## src/sv/cvse_pkg.sv

```systemverilog
// ============================================================================
// cvse_pkg - shared definitions for the complex value stack engine
// Sizes, operation codes, controller states and the command and status
// structs that join the controller and the datapath.
// ============================================================================
`default_nettype none

package cvse_pkg;

    // storage geometry
    localparam int DEPTH      = 64;
    localparam int PART_WIDTH = 16;
    localparam int ADDR_W     = $clog2(DEPTH);
    localparam int CNT_W      = $clog2(DEPTH + 1);
    localparam int ENTRY_W    = 2 * PART_WIDTH;
    localparam int FUNC_W     = 3;

    // accumulator holds the sum of up to DEPTH parts
    localparam int SUM_W      = PART_WIDTH + ADDR_W;
    localparam int DIV_CNT_W  = $clog2(SUM_W + 1);

    // stream payload width: real, imag, position/count packed, padded to bytes
    localparam int TDATA_W    = ((2 * PART_WIDTH + CNT_W + 7) / 8) * 8;

    // operation codes carried in s_tuser
    typedef enum logic [FUNC_W-1:0] {
        FUNC_PUSH   = 3'd0,
        FUNC_POP    = 3'd1,
        FUNC_REMOVE = 3'd2,
        FUNC_DROP   = 3'd3,
        FUNC_AVG    = 3'd4
    } func_t;

    // controller states
    typedef enum logic [2:0] {
        ST_IDLE,
        ST_DECODE,
        ST_POP_WAIT,
        ST_COPY_RD,
        ST_COPY_WR,
        ST_SUM,
        ST_DIV,
        ST_DONE
    } state_t;

    // datapath micro-operations, one per cycle
    typedef enum logic [3:0] {
        OP_NONE,
        OP_LOAD,
        OP_PUSH,
        OP_FAULT,
        OP_NOFAULT,
        OP_POP_RD,
        OP_POP_OUT,
        OP_COPY_INIT,
        OP_COPY_RD,
        OP_COPY_WR,
        OP_COPY_END,
        OP_SUM_INIT,
        OP_SUM_STEP,
        OP_DIV_START,
        OP_DIV_OUT
    } dp_op_t;

    typedef struct packed {
        dp_op_t op;
        logic   out_load;
    } cvse_cmd_t;

    typedef struct packed {
        logic [FUNC_W-1:0] func;
        logic              push_ok;
        logic              nonempty;
        logic              remove_ok;
        logic              drop_ok;
        logic              copy_more;
        logic              sum_busy;
        logic              div_busy;
    } cvse_status_t;

endpackage

`default_nettype wire

```

## src/sv/cvse_div.sv

```systemverilog
// ============================================================================
// cvse_div - serial signed divider
// Restoring division of a signed sum by an unsigned count, one quotient bit
// per cycle, truncating toward zero.
// ============================================================================
`default_nettype none

module cvse_div import cvse_pkg::*; (
    input  wire logic                         aclk,
    input  wire logic                         aresetn,
    input  wire logic                         start,
    input  wire logic signed [SUM_W-1:0]      numer,
    input  wire logic        [CNT_W-1:0]      denom,
    output logic                              busy,
    output logic signed      [PART_WIDTH-1:0] quot
);

    logic                 busy_reg, busy_next;
    logic                 neg_reg, neg_next;
    logic [SUM_W-1:0]     dvd_reg, dvd_next;
    logic [CNT_W-1:0]     rem_reg, rem_next;
    logic [CNT_W-1:0]     den_reg, den_next;
    logic [DIV_CNT_W-1:0] step_reg, step_next;

    logic [CNT_W:0]       rem_shift;
    logic [CNT_W:0]       rem_sub;
    logic                 fits;
    logic [SUM_W-1:0]     quot_mag;

    // one restoring step
    assign rem_shift = {rem_reg, dvd_reg[SUM_W-1]};
    assign fits      = rem_shift >= {1'b0, den_reg};
    assign rem_sub   = rem_shift - {1'b0, den_reg};

    always_comb begin
        busy_next = busy_reg;
        neg_next  = neg_reg;
        dvd_next  = dvd_reg;
        rem_next  = rem_reg;
        den_next  = den_reg;
        step_next = step_reg;
        if (start) begin
            busy_next = 1'b1;
            neg_next  = numer[SUM_W-1];
            dvd_next  = numer[SUM_W-1] ? (~numer + 1'b1) : numer;
            rem_next  = '0;
            den_next  = denom;
            step_next = '0;
        end else if (busy_reg) begin
            dvd_next  = {dvd_reg[SUM_W-2:0], fits};
            rem_next  = fits ? rem_sub[CNT_W-1:0] : rem_shift[CNT_W-1:0];
            step_next = step_reg + 1'b1;
            if (step_reg == DIV_CNT_W'(SUM_W - 1)) begin
                busy_next = 1'b0;
            end
        end
    end

    // control state
    always_ff @(posedge aclk) begin
        if (!aresetn) begin
            busy_reg <= 1'b0;
        end else begin
            busy_reg <= busy_next;
        end
    end

    // working registers
    always_ff @(posedge aclk) begin
        neg_reg  <= neg_next;
        dvd_reg  <= dvd_next;
        rem_reg  <= rem_next;
        den_reg  <= den_next;
        step_reg <= step_next;
    end

    // restore the sign of the quotient
    assign quot_mag = neg_reg ? (~dvd_reg + 1'b1) : dvd_reg;
    assign quot     = quot_mag[PART_WIDTH-1:0];
    assign busy     = busy_reg;

endmodule

`default_nettype wire

```

## src/sv/cvse_datapath.sv

```systemverilog
// ============================================================================
// cvse_datapath - entry memory, count, accumulators and result registers
// Carries out one micro-operation per cycle as commanded by the controller
// and reports the conditions the controller branches on.
// ============================================================================
`default_nettype none

module cvse_datapath import cvse_pkg::*; (
    input  wire logic                         aclk,
    input  wire logic                         aresetn,
    input  wire cvse_cmd_t                    cmd,
    output cvse_status_t                      status,
    input  wire logic        [FUNC_W-1:0]     func_in,
    input  wire logic signed [PART_WIDTH-1:0] real_in,
    input  wire logic signed [PART_WIDTH-1:0] imag_in,
    input  wire logic        [CNT_W-1:0]      position_in,
    input  wire logic                         cfg_wr_en,
    input  wire logic        [CNT_W-1:0]      cfg_wr_data,
    output logic signed      [PART_WIDTH-1:0] real_out,
    output logic signed      [PART_WIDTH-1:0] imag_out,
    output logic                              fault_out,
    output logic             [CNT_W-1:0]      fill_count_out
);

    // entry memory
    logic [ENTRY_W-1:0] mem [DEPTH];
    logic [ENTRY_W-1:0] rd_data_reg;
    logic               mem_wr_en;
    logic [ADDR_W-1:0]  mem_wr_addr;
    logic [ENTRY_W-1:0] mem_wr_data;
    logic               mem_rd_en;
    logic [ADDR_W-1:0]  mem_rd_addr;

    logic [CNT_W-1:0]      cap_reg, cap_next;
    logic [CNT_W-1:0]      count_reg, count_next;
    logic [FUNC_W-1:0]     func_reg, func_next;
    logic [PART_WIDTH-1:0] re_in_reg, re_in_next;
    logic [PART_WIDTH-1:0] im_in_reg, im_in_next;
    logic [CNT_W-1:0]      pos_reg, pos_next;
    logic [CNT_W-1:0]      src_reg, src_next;
    logic [ADDR_W-1:0]     dst_reg, dst_next;
    logic [CNT_W-1:0]      idx_reg, idx_next;
    logic                  vld_reg, vld_next;
    logic [SUM_W-1:0]      acc_re_reg, acc_re_next;
    logic [SUM_W-1:0]      acc_im_reg, acc_im_next;
    logic [PART_WIDTH-1:0] res_re_reg, res_re_next;
    logic [PART_WIDTH-1:0] res_im_reg, res_im_next;
    logic                  res_fault_reg, res_fault_next;
    logic [PART_WIDTH-1:0] out_re_reg;
    logic [PART_WIDTH-1:0] out_im_reg;
    logic                  out_fault_reg;
    logic [CNT_W-1:0]      out_count_reg;

    logic [CNT_W-1:0]      limit;
    logic [CNT_W-1:0]      count_m1;
    logic [PART_WIDTH-1:0] rd_re;
    logic [PART_WIDTH-1:0] rd_im;
    logic                  div_start;
    logic                  div_busy_re, div_busy_im;
    logic [PART_WIDTH-1:0] quot_re, quot_im;

    // push limit saturates at the memory depth
    assign limit    = (cap_reg > CNT_W'(DEPTH)) ? CNT_W'(DEPTH) : cap_reg;
    assign count_m1 = count_reg - 1'b1;
    assign rd_re    = rd_data_reg[PART_WIDTH-1:0];
    assign rd_im    = rd_data_reg[ENTRY_W-1:PART_WIDTH];

    // memory port control
    always_comb begin
        mem_wr_en   = 1'b0;
        mem_wr_addr = dst_reg;
        mem_wr_data = rd_data_reg;
        mem_rd_en   = 1'b0;
        mem_rd_addr = src_reg[ADDR_W-1:0];
        unique case (cmd.op)
            OP_PUSH: begin
                mem_wr_en   = 1'b1;
                mem_wr_addr = count_reg[ADDR_W-1:0];
                mem_wr_data = {im_in_reg, re_in_reg};
            end
            OP_POP_RD: begin
                mem_rd_en   = 1'b1;
                mem_rd_addr = count_m1[ADDR_W-1:0];
            end
            OP_COPY_RD: begin
                mem_rd_en   = 1'b1;
            end
            OP_COPY_WR: begin
                mem_wr_en   = 1'b1;
            end
            OP_SUM_STEP: begin
                mem_rd_en   = idx_reg < count_reg;
                mem_rd_addr = idx_reg[ADDR_W-1:0];
            end
            default: begin
            end
        endcase
    end

    always_ff @(posedge aclk) begin
        if (mem_wr_en) begin
            mem[mem_wr_addr] <= mem_wr_data;
        end
        if (mem_rd_en) begin
            rd_data_reg <= mem[mem_rd_addr];
        end
    end

    // register next values per micro-operation
    always_comb begin
        cap_next       = cfg_wr_en ? cfg_wr_data : cap_reg;
        count_next     = count_reg;
        func_next      = func_reg;
        re_in_next     = re_in_reg;
        im_in_next     = im_in_reg;
        pos_next       = pos_reg;
        src_next       = src_reg;
        dst_next       = dst_reg;
        idx_next       = idx_reg;
        vld_next       = vld_reg;
        acc_re_next    = acc_re_reg;
        acc_im_next    = acc_im_reg;
        res_re_next    = res_re_reg;
        res_im_next    = res_im_reg;
        res_fault_next = res_fault_reg;
        unique case (cmd.op)
            OP_LOAD: begin
                func_next  = func_in;
                re_in_next = real_in;
                im_in_next = imag_in;
                pos_next   = position_in;
            end
            OP_PUSH: begin
                count_next     = count_reg + 1'b1;
                res_re_next    = '0;
                res_im_next    = '0;
                res_fault_next = 1'b0;
            end
            OP_FAULT: begin
                res_re_next    = '0;
                res_im_next    = '0;
                res_fault_next = 1'b1;
            end
            OP_NOFAULT: begin
                res_re_next    = '0;
                res_im_next    = '0;
                res_fault_next = 1'b0;
            end
            OP_POP_RD: begin
                count_next = count_m1;
            end
            OP_POP_OUT: begin
                res_re_next    = rd_re;
                res_im_next    = rd_im;
                res_fault_next = 1'b0;
            end
            OP_COPY_INIT: begin
                // remove closes a gap of one, drop moves down by k
                if (func_reg == FUNC_REMOVE) begin
                    dst_next = pos_reg[ADDR_W-1:0];
                    src_next = pos_reg + 1'b1;
                end else begin
                    dst_next = '0;
                    src_next = pos_reg;
                end
                res_re_next    = '0;
                res_im_next    = '0;
                res_fault_next = 1'b0;
            end
            OP_COPY_WR: begin
                src_next = src_reg + 1'b1;
                dst_next = dst_reg + 1'b1;
            end
            OP_COPY_END: begin
                count_next = (func_reg == FUNC_REMOVE) ? count_m1 : (count_reg - pos_reg);
            end
            OP_SUM_INIT: begin
                idx_next    = '0;
                vld_next    = 1'b0;
                acc_re_next = '0;
                acc_im_next = '0;
            end
            OP_SUM_STEP: begin
                // read the next entry while adding the one read last cycle
                if (idx_reg < count_reg) begin
                    idx_next = idx_reg + 1'b1;
                    vld_next = 1'b1;
                end else begin
                    vld_next = 1'b0;
                end
                if (vld_reg) begin
                    acc_re_next = acc_re_reg + {{ADDR_W{rd_re[PART_WIDTH-1]}}, rd_re};
                    acc_im_next = acc_im_reg + {{ADDR_W{rd_im[PART_WIDTH-1]}}, rd_im};
                end
            end
            OP_DIV_OUT: begin
                res_re_next    = quot_re;
                res_im_next    = quot_im;
                res_fault_next = 1'b0;
            end
            default: begin
            end
        endcase
    end

    // control state
    always_ff @(posedge aclk) begin
        if (!aresetn) begin
            cap_reg   <= CNT_W'(DEPTH);
            count_reg <= '0;
        end else begin
            cap_reg   <= cap_next;
            count_reg <= count_next;
        end
    end

    // working and payload registers
    always_ff @(posedge aclk) begin
        func_reg      <= func_next;
        re_in_reg     <= re_in_next;
        im_in_reg     <= im_in_next;
        pos_reg       <= pos_next;
        src_reg       <= src_next;
        dst_reg       <= dst_next;
        idx_reg       <= idx_next;
        vld_reg       <= vld_next;
        acc_re_reg    <= acc_re_next;
        acc_im_reg    <= acc_im_next;
        res_re_reg    <= res_re_next;
        res_im_reg    <= res_im_next;
        res_fault_reg <= res_fault_next;
        if (cmd.out_load) begin
            out_re_reg    <= res_re_reg;
            out_im_reg    <= res_im_reg;
            out_fault_reg <= res_fault_reg;
            out_count_reg <= count_reg;
        end
    end

    // averaging dividers, real and imaginary in lockstep
    assign div_start = cmd.op == OP_DIV_START;

    cvse_div u_div_re (
        .aclk    (aclk),
        .aresetn (aresetn),
        .start   (div_start),
        .numer   (acc_re_reg),
        .denom   (count_reg),
        .busy    (div_busy_re),
        .quot    (quot_re)
    );

    cvse_div u_div_im (
        .aclk    (aclk),
        .aresetn (aresetn),
        .start   (div_start),
        .numer   (acc_im_reg),
        .denom   (count_reg),
        .busy    (div_busy_im),
        .quot    (quot_im)
    );

    // status for the controller
    assign status.func      = func_reg;
    assign status.push_ok   = count_reg < limit;
    assign status.nonempty  = count_reg != '0;
    assign status.remove_ok = pos_reg < count_reg;
    assign status.drop_ok   = pos_reg <= count_reg;
    assign status.copy_more = src_reg < count_reg;
    assign status.sum_busy  = (idx_reg < count_reg) || vld_reg;
    assign status.div_busy  = div_busy_re || div_busy_im;

    assign real_out       = out_re_reg;
    assign imag_out       = out_im_reg;
    assign fault_out      = out_fault_reg;
    assign fill_count_out = out_count_reg;

endmodule

`default_nettype wire

```

## src/sv/cvse_ctrl.sv

```systemverilog
// ============================================================================
// cvse_ctrl - operation sequencer
// Accepts one item at a time, steps the datapath through the operation and
// hands the result to the output register when it is free.
// ============================================================================
`default_nettype none

module cvse_ctrl import cvse_pkg::*; (
    input  wire logic         aclk,
    input  wire logic         aresetn,
    input  wire logic         in_valid,
    output logic              in_ready,
    output logic              out_valid,
    input  wire logic         out_ready,
    input  wire cvse_status_t status,
    output cvse_cmd_t         cmd
);

    state_t state_reg, state_next;
    logic   m_valid_reg, m_valid_next;

    always_ff @(posedge aclk) begin
        if (!aresetn) begin
            state_reg   <= ST_IDLE;
            m_valid_reg <= 1'b0;
        end else begin
            state_reg   <= state_next;
            m_valid_reg <= m_valid_next;
        end
    end

    // next state and commands
    always_comb begin
        state_next   = state_reg;
        cmd.op       = OP_NONE;
        cmd.out_load = 1'b0;
        in_ready     = 1'b0;
        m_valid_next = m_valid_reg && !out_ready;
        unique case (state_reg)
            ST_IDLE: begin
                in_ready = 1'b1;
                if (in_valid) begin
                    cmd.op     = OP_LOAD;
                    state_next = ST_DECODE;
                end
            end
            ST_DECODE: begin
                state_next = ST_DONE;
                unique case (status.func)
                    FUNC_PUSH: begin
                        cmd.op = status.push_ok ? OP_PUSH : OP_FAULT;
                    end
                    FUNC_POP: begin
                        if (status.nonempty) begin
                            cmd.op     = OP_POP_RD;
                            state_next = ST_POP_WAIT;
                        end else begin
                            cmd.op = OP_FAULT;
                        end
                    end
                    FUNC_REMOVE: begin
                        if (status.remove_ok) begin
                            cmd.op     = OP_COPY_INIT;
                            state_next = ST_COPY_RD;
                        end else begin
                            cmd.op = OP_FAULT;
                        end
                    end
                    FUNC_DROP: begin
                        if (status.drop_ok) begin
                            cmd.op     = OP_COPY_INIT;
                            state_next = ST_COPY_RD;
                        end else begin
                            cmd.op = OP_FAULT;
                        end
                    end
                    FUNC_AVG: begin
                        if (status.nonempty) begin
                            cmd.op     = OP_SUM_INIT;
                            state_next = ST_SUM;
                        end else begin
                            cmd.op = OP_FAULT;
                        end
                    end
                    default: begin
                        cmd.op = OP_NOFAULT;
                    end
                endcase
            end
            ST_POP_WAIT: begin
                cmd.op     = OP_POP_OUT;
                state_next = ST_DONE;
            end
            ST_COPY_RD: begin
                if (status.copy_more) begin
                    cmd.op     = OP_COPY_RD;
                    state_next = ST_COPY_WR;
                end else begin
                    cmd.op     = OP_COPY_END;
                    state_next = ST_DONE;
                end
            end
            ST_COPY_WR: begin
                cmd.op     = OP_COPY_WR;
                state_next = ST_COPY_RD;
            end
            ST_SUM: begin
                if (status.sum_busy) begin
                    cmd.op = OP_SUM_STEP;
                end else begin
                    cmd.op     = OP_DIV_START;
                    state_next = ST_DIV;
                end
            end
            ST_DIV: begin
                if (!status.div_busy) begin
                    cmd.op     = OP_DIV_OUT;
                    state_next = ST_DONE;
                end
            end
            ST_DONE: begin
                // move the result out once the output register is free
                if (!m_valid_reg || out_ready) begin
                    cmd.out_load = 1'b1;
                    m_valid_next = 1'b1;
                    state_next   = ST_IDLE;
                end
            end
            default: begin
                state_next = ST_IDLE;
            end
        endcase
    end

    assign out_valid = m_valid_reg;

endmodule

`default_nettype wire

```

## src/sv/complex_value_stack_engine.sv

```systemverilog
// ============================================================================
// complex_value_stack_engine - bounded stack of complex values
// Push, pop, remove at index, drop leading entries and average over a
// stream interface, one result item per input item.
// ============================================================================
// One item is worked on at a time; its result sits in an output register so
// the next item is taken while that result waits. Push, faulting operations
// and undefined codes go from decode straight to the output stage; pop adds
// a wait for the entry read. Remove and drop copy each moved entry with a
// read state and then a write state of the entry memory; the most entries
// move on a drop of zero on a full store. Average reads the count n of
// entries one per cycle, then runs a bit-serial divider of PART_WIDTH +
// log2(DEPTH) steps. The capacity register may be rewritten while idle; the
// push limit it sets saturates at DEPTH. Faults return zero value parts.
`default_nettype none

module complex_value_stack_engine import cvse_pkg::*; (
    input  wire logic               aclk,
    input  wire logic               aresetn,
    // configuration: capacity_limit
    input  wire logic               cfg_wr_en,
    input  wire logic [CNT_W-1:0]   cfg_wr_data,
    // input items
    input  wire logic               s_tvalid,
    output logic                    s_tready,
    // real_in [15:0], imag_in [31:16], position [38:32], zero pad
    input  wire logic [TDATA_W-1:0] s_tdata,
    // func [2:0]
    input  wire logic [FUNC_W-1:0]  s_tuser,
    // result items
    output logic                    m_tvalid,
    input  wire logic               m_tready,
    // real_out [15:0], imag_out [31:16], fill_count [38:32], zero pad
    output logic [TDATA_W-1:0]      m_tdata,
    // fault [0]
    output logic [0:0]              m_tuser
);

    cvse_cmd_t             cmd;
    cvse_status_t          status;
    logic [PART_WIDTH-1:0] real_out;
    logic [PART_WIDTH-1:0] imag_out;
    logic                  fault;
    logic [CNT_W-1:0]      fill_count;

    cvse_ctrl u_ctrl (
        .aclk      (aclk),
        .aresetn   (aresetn),
        .in_valid  (s_tvalid),
        .in_ready  (s_tready),
        .out_valid (m_tvalid),
        .out_ready (m_tready),
        .status    (status),
        .cmd       (cmd)
    );

    cvse_datapath u_datapath (
        .aclk           (aclk),
        .aresetn        (aresetn),
        .cmd            (cmd),
        .status         (status),
        .func_in        (s_tuser),
        .real_in        (s_tdata[PART_WIDTH-1:0]),
        .imag_in        (s_tdata[ENTRY_W-1:PART_WIDTH]),
        .position_in    (s_tdata[ENTRY_W+CNT_W-1:ENTRY_W]),
        .cfg_wr_en      (cfg_wr_en),
        .cfg_wr_data    (cfg_wr_data),
        .real_out       (real_out),
        .imag_out       (imag_out),
        .fault_out      (fault),
        .fill_count_out (fill_count)
    );

    // pack the result item
    assign m_tdata = {{(TDATA_W - ENTRY_W - CNT_W){1'b0}}, fill_count, imag_out, real_out};
    assign m_tuser = fault;

    // a faulting result never carries a value
    a_fault_zero : assert property (@(posedge aclk) disable iff (!aresetn)
        (m_tvalid && fault) |-> (real_out == '0 && imag_out == '0))
        else $error("fault result with nonzero value");

    // reported fill never exceeds the memory depth
    a_fill_bound : assert property (@(posedge aclk) disable iff (!aresetn)
        m_tvalid |-> (fill_count <= CNT_W'(DEPTH)))
        else $error("fill count above depth");

    // one item at a time: no accept right after an accept
    a_one_item : assert property (@(posedge aclk) disable iff (!aresetn)
        (s_tvalid && s_tready) |=> !s_tready)
        else $error("input accepted while an item is in work");

    // the output register is loaded only when its item is gone or leaving
    a_out_free : assert property (@(posedge aclk) disable iff (!aresetn)
        cmd.out_load |-> (!m_tvalid || m_tready))
        else $error("result overwritten before delivery");

endmodule

`default_nettype wire

```

## config.mk

```make
export PLATFORM = sky130hd
export DESIGN_NAME = complex_value_stack_engine
export DESIGN_NICKNAME = d
export VERILOG_FILES = /design/src/sv/cvse_pkg.sv /design/src/sv/cvse_div.sv /design/src/sv/cvse_datapath.sv /design/src/sv/cvse_ctrl.sv /design/src/sv/complex_value_stack_engine.sv
export SDC_FILE = /design/constraint.sdc
export NUM_CORES = 2
export LEC_CHECK = 0
export BUFFER_PORTS_ARGS = -buffer_cell sky130_fd_sc_hd__buf_2
export CAP_MARGIN = 20
export CORE_AREA = 4 4 650 458
export DETAILED_ROUTE_END_ITERATION = 10
export DIE_AREA = 0 0 654 462
export HOLD_SLACK_MARGIN = 0.08
export SETUP_SLACK_MARGIN = 0.15
export SYNTH_ARGS = -nofsm -noshare
export SYNTH_HDL_FRONTEND = slang
export SYNTH_SLANG_ARGS = --single-unit
```

## constraint.sdc

```tcl
create_clock -name aclk -period 17.71 [get_ports aclk]
set_clock_uncertainty 0.15 [all_clocks]
set_input_delay 0.8855 -clock aclk [delete_from_list [all_inputs] [get_ports aclk]]
set_output_delay 0.8855 -clock aclk [all_outputs]
set_load 0.01 [all_outputs]
```

Yosys cells after proc, flatten, opt, wreduce, memory -nomap -nowiden:

Memories as Yosys holds them, arrays and structs flattened. A register that Yosys moved wholly into a read port is not among the register bits.
Index checks and enable logic that the tools add are counted.

* bits in registers: 277
* latch bits: 0
* RAM bits: 2048
* memory bits (read-only): 0
* bits of input ports: 55
* logic and storage cells: 186
* memories: 1

Memory list
* u_datapath.mem: words 64, bits a word 32, read ports 1, clocked after memory_dff 1, write ports 1, RTL line cvse_datapath.sv:26 `logic [ENTRY_W-1:0] mem [DEPTH];`

* $add $sub $neg: 17
* multipliers: 0
* div/mod/pow operators: 0
* magnitude comparators: 8
* equal/unequal tests: 33
* shift operators: 0
* muxes and demuxes: 68
* bitwise operators: 4
* reduce and logical (&&, ||, !) cells: 23

Operators with widths (count)
* two-way mux 22 bit: 8
* one-hot mux 16 bit (3 select lines): 2
* one-hot mux 22 bit (2 select lines): 2
* adder 22 x 1 -> 22 bit (second input constant): 2
* adder 22 bit: 2
* inverter 22 bit: 2
* two-way mux 7 bit: 6
* adder 16 x 1 -> 16 bit (second input constant): 2
* two-way mux 16 bit: 2
* two-way mux 32 bit: 1
* inverter 16 bit: 2
* two-way mux 3 bit: 10
* adder 7 x 1 -> 7 bit (second input constant): 4
* == test 4 bit (second input constant): 7
* < comparator 7 bit: 4
* one-hot mux 4 bit (7 select lines): 1
* one-hot mux 7 bit (2 select lines): 2
* one-hot mux 3 bit (8 select lines): 1
* one-hot mux 6 bit (2 select lines): 2
* one-hot mux 7 bit (3 select lines): 1
* subtractor 7 bit: 3
* one-hot mux 4 bit (5 select lines): 1
* two-way mux 1 bit: 18
* == test 4 x 3 -> 1 bit (second input constant): 4
* other kinds (31): 64

Depth between registers and ports, before layout:

* word-level depth: 11
* mapped depth: 20

Cells and area by module:

From an unflattened synthesis, not the netlist that was laid out.

* cells, all modules: 7736
* area, all modules: 99426.6 um^2

Modules (own cells, without submodules)
* cvse_datapath: instances 1, cells an instance 6992, area each 92811.5 um^2
* cvse_div at u_datapath.u_div_im: instances 1, cells an instance 335, area each 3074.2 um^2
* cvse_div at u_datapath.u_div_re: instances 1, cells an instance 336, area each 3062.9 um^2
* cvse_ctrl: instances 1, cells an instance 71, area each 466.7 um^2
* complex_value_stack_engine: instances 1, cells an instance 2, area each 11.3 um^2

Worst setup path after synthesis:

Ideal clock, no wire load.

* path type: register to register
* start point: register u_datapath.count_reg[2]
* end point: memory u_datapath.mem[0][17] (netlist name), data pin
* setup time: 0.702 ns
* arrival: 5.145 ns
* slack: 11.713 ns
* stages on the path, launching flop included: 13
* path buffers: 3
* clock period less this slack: 5.997 ns
* cell sequence: dfxtp_1 -> buf_1 -> inv_1 -> ha_1 -> a21oi_1 -> o21ai_0 -> a21oi_1 -> o31ai_1 -> a22oi_1 -> nor4_1 -> clkbuf_1 -> clkbuf_1 -> o21ai_0

* cells in the longest elaborated chain, start to end: 6

RTL lines
* start, declared: RTL line cvse_datapath.sv:35 `logic [CNT_W-1:0] count_reg, count_next;`
* start signal, assigned: RTL line cvse_datapath.sv:213 `count_reg <= count_next;`
* < comparator 7 bit, or another cell as far along: RTL line cvse_datapath.sv:265 `assign status.push_ok = count_reg < limit;`
* two-way mux 1 bit, or another cell as far along: RTL line cvse_ctrl.sv:51 `cmd.op = status.push_ok ? OP_PUSH : OP_FAULT;`
* one-hot mux 4 bit (5 select lines) / two-way mux 1 bit (equally long branches): RTL line cvse_ctrl.sv:49, cvse_ctrl.sv:108
* one-hot mux 4 bit (7 select lines) (*): RTL line cvse_ctrl.sv:39 `unique case (state_reg)`
* == test 4 x 2 -> 1 bit (*): RTL line cvse_datapath.sv:75 `unique case (cmd.op)`
* two-way mux 32 bit (*): RTL line cvse_datapath.sv:75
* named net u_datapath.mem_wr_data[17]: RTL line cvse_datapath.sv:30 `logic [ENTRY_W-1:0] mem_wr_data;`
* end, declared: RTL line cvse_datapath.sv:26

Mark *: on every way through the listed nets, which the timed path passes. The rest lies on a longest branch.

Worst setup path in the final report:

* start point: register u_datapath.count_reg[1]
* end point: register u_datapath.rd_data_reg[4], read port of u_datapath.mem, data pin

* cells in the longest elaborated chain, start to end: 7

RTL lines
* < comparator 7 bit, or another cell as far along: RTL line cvse_datapath.sv:265
* two-way mux 1 bit, or another cell as far along: RTL line cvse_ctrl.sv:51
* one-hot mux 4 bit (5 select lines) / two-way mux 1 bit (equally long branches): RTL line cvse_ctrl.sv:49, cvse_ctrl.sv:108
* one-hot mux 4 bit (7 select lines): RTL line cvse_ctrl.sv:39
* == test 4 bit / == test 4 x 3 -> 1 bit (equally long branches): RTL line cvse_datapath.sv:75
* OR reduction 2 bit (no line)
* one-hot mux 1 bit (2 select lines): RTL line cvse_datapath.sv:75
* end, declared: RTL line cvse_datapath.sv:27 `logic [ENTRY_W-1:0] rd_data_reg;`

Parallel ways exist; a longest one is shown, timed or not.
A chain may end at the register's enable or synchronous reset.

==> results.ini <==
[run_status]
status=complete, no violations

[setup_path]
rr_endpoint=u_datapath.rd_data_reg[4]
r2r-start=u_datapath.count_reg[1]
arrival_ps=10040
crit_start=u_datapath.count_reg[1]
endpoint=u_datapath.rd_data_reg[4]
crit_required_ps=18310
rrSetupSlack_ps=8270
path_class=reg -> reg
start_kind=flip-flop
reg2reg_depth=17
cp-end-kind=flip-flop
path_max_fanout=79

[sta]
finalMaxSlewViolations=0
holdWs_ps=115
relSlewSlack=0.105
worst_slack_ps=8270
tns_ps=0
fin_crit_sh=0.533
hold_viol_final=0
fin_crit_ps=9440
fmax_ghz=0.106
final-setup-viol-count=0
rsz0062_at_grt=false
worstMarginPinSlew_ps=1340

[place]
hpwl_um=176000
dp_slack_ps=8500
gp_congestion=0.882
io_buffers=95

[logic_synthesis]
synth_area_leaders=edfxtp_1, nand2_1, nand3_1
yosysTopAreaCell=edfxtp_1
yosysMostFrequentCell=edfxtp_1
avgSynthCellArea_um2=13.1
synth_top_area_share=0.684
synth_nets=7912
ys_ff_latch=2357
syn_inst=7756
synth_common_cells=edfxtp_1, nand2_1, nand3_1
synth-edff-count=2313
synth_cell_types=84
synth_flop_cell=edfxtp_1
yosysWarnings=0
synthArstFlopShare=0
ys_seq_area_frac=0.692
syn_area_um2=102000

[clock_network]
cts_inserted_buffers=213
clock_latency_ps=890
clk_path_buf_depth=4
clock-sinks=2357
cts_setup_buffers=0
cts_resized=0
path_clk_slew_ps=70
cts_tree=done
htreeDepth=4
cts_root_buf=clkbuf_16

[power_and_ir_drop]
finalPower_w=0.0220
seqPwrFrac=0.365
power.leakage_nw=36.5
powerDensity_nw_per_um2=192
ir_drop_uv=215
intPower_w=0.0124
switchingPower_w=0.00956
p_clk_frac=0.211
comb_power_share=0.424
swShare=0.435

[drt]
drcViolationCount=0
dr.pass1.iters=7
postRouteAntennaNets=0
drt-total-wl_um=331000
viasPerCell=6.04
drt_iter0_markers=10449
vias=70860
wl_per_cell_um=28.2

[global_routing]
grtUsageTotal=0.211
grt_max_degree=198
grt_pass1_vias=66425
grt_pass1_wl_um=472000
antenna_found_initial=40
grt_overflow_total=0

[floorplanning]
die_x_um=654
io_pins=98
fp.coreArea_um2=292000
num_rows=166
die_height_um=462
dieArea_um2=302000
initial_core_util=0.348

[final_layout]
layout.nets=7834
largest_register_ffs=2048
area_growth_pct=12.4
post_route_cells_drive_above_1_share=0.114
final_core_util=0.392

[run]
drv_cap=0

[worst_hold_path]
hp-class=in -> reg

## critical path: stages (launching register included)
cell and delay, ps:
dfxtp_1 670, inv_1 270, ha_1 310, nor4b_4 170, a2111o_1 510, a21o_1 410, or3_4 740, or2_4 560
buf_4 380, inv_8 420, buf_4 850, buf_4 780, buf_4 840, o31ai_1 180, a2111oi_0 520, a2111oi_0 140
o22ai_1 890, or4_1 230
## power by group through the flow
stage	clock (W)	sequential (W)	combinational, W
floorplan	0	0.00794	0.00535
global placement	0	0.00811	0.00879
detailed placement	0	0.00812	0.00897
CTS	0.00469	0.00800	0.00899
global route	0.00492	0.00803	0.00982
finish	0.00464	0.00802	0.00931
## per-layer routing
| layer | track usage | vias up | wire length [µm] |
|---|---|---|---|
| met4 | 0.0618 | 18 | 9280 |
| met5 | 0 | - | 109 |
| met3 | 0.0582 | 541 | 42300 |
| met1 | 0.308 | 35757 | 140000 |
| li1 | - | 30177 | - |
| met2 | 0.305 | 4367 | 140000 |
## per-stage QoR
stage               instance area (µm²)  cells
floorplan                        102000   7756
global placement                 107000  11264
detailed placement               107000  11268
CTS                              114000  11699
global route                     114000  11711
finish                           114000  11732
## cells by family after synthesis
kind of cell | count (synthesis) | synth area share
flip-flops | 2357 | 0.692
AO/OA/AOI/OAI | 1337 | 0.0980
XOR/XNOR | 141 | 0.0122
adder cells (fa/ha/maj) | 101 | 0.0128
AND/OR/NAND/NOR | 2892 | 0.134
buffers and inverters | 731 | 0.0299
multiplexers | 196 | 0.0213
other | 1 | 0.0000369
## cell usage in the layout, fill, tap and decap left out, drive strengths merged, types with 22 or more instances in the layout
| cell | netlist | final |
|---|---|---|
| dfxtp | 44 | 44 |
| clkbuf | 429 | 258 |
| inv | 67 | 68 |
| nand4 | 451 | 451 |
| edfxtp | 2313 | 2313 |
| nand2 | 1234 | 1234 |
| dlygate4sd3 | 0 | 48 |
| or4 | 45 | 45 |
| nand3 | 793 | 793 |
| clkinv | 1 | 97 |
| or3 | 31 | 31 |
| o21ai | 160 | 160 |
| buf | 234 | 321 |
| nor2 | 203 | 203 |
| mux2 | 160 | 160 |
| a211oi | 152 | 152 |
| a2111oi | 378 | 378 |
| nor3 | 34 | 34 |
| nand2b | 34 | 34 |
| ha | 96 | 96 |
| a21oi | 83 | 83 |
| o22ai | 66 | 66 |
| xnor2 | 58 | 58 |
| mux2i | 36 | 36 |
| xor2 | 83 | 83 |
| diode | 0 | 22 |
| o31ai | 399 | 399 |
## timing repair
action | CTS | global route
endpoints found under the hold margin | 48 | 0
hold buffers | 48 | 0
setup endpoints to repair | 0 | 0
## worst min-delay path by stage
stage / slack [ps] / cells past startpoint / end / from
2_1_floorplan: 250 / 0 / u_datapath.fault_out / u_datapath.res_fault_reg
3_3_place_gp: 260 / 0 / u_datapath.real_out[12] / u_datapath.res_re_reg[12]
3_5_place_dp: 250 / 0 / u_datapath.imag_out[11] / u_datapath.res_im_reg[11]
4_1_cts: 80 / 3 / u_datapath.cap_reg[4] / cfg_wr_data[4]
5_1_grt: 100 / 3 / u_datapath.cap_reg[4] / cfg_wr_data[4]
6_report: 110 / 3 / u_datapath.cap_reg[4] / cfg_wr_data[4]
## final cells by class
cell class / instances / area [µm²]
Antenna cell: 22 / 55.1
Fill cell: 27085 / 177000
Clock buffer: 257 / 5710
Clock inverter: 126 / 1090
Timing Repair Buffer: 370 / 2960
Tap cell: 3864 / 4830
Multi-Input combinational cell: 4668 / 28900
Sequential cell: 2357 / 70300
Inverter: 68 / 263
Power figures use the tool's default switching activity.
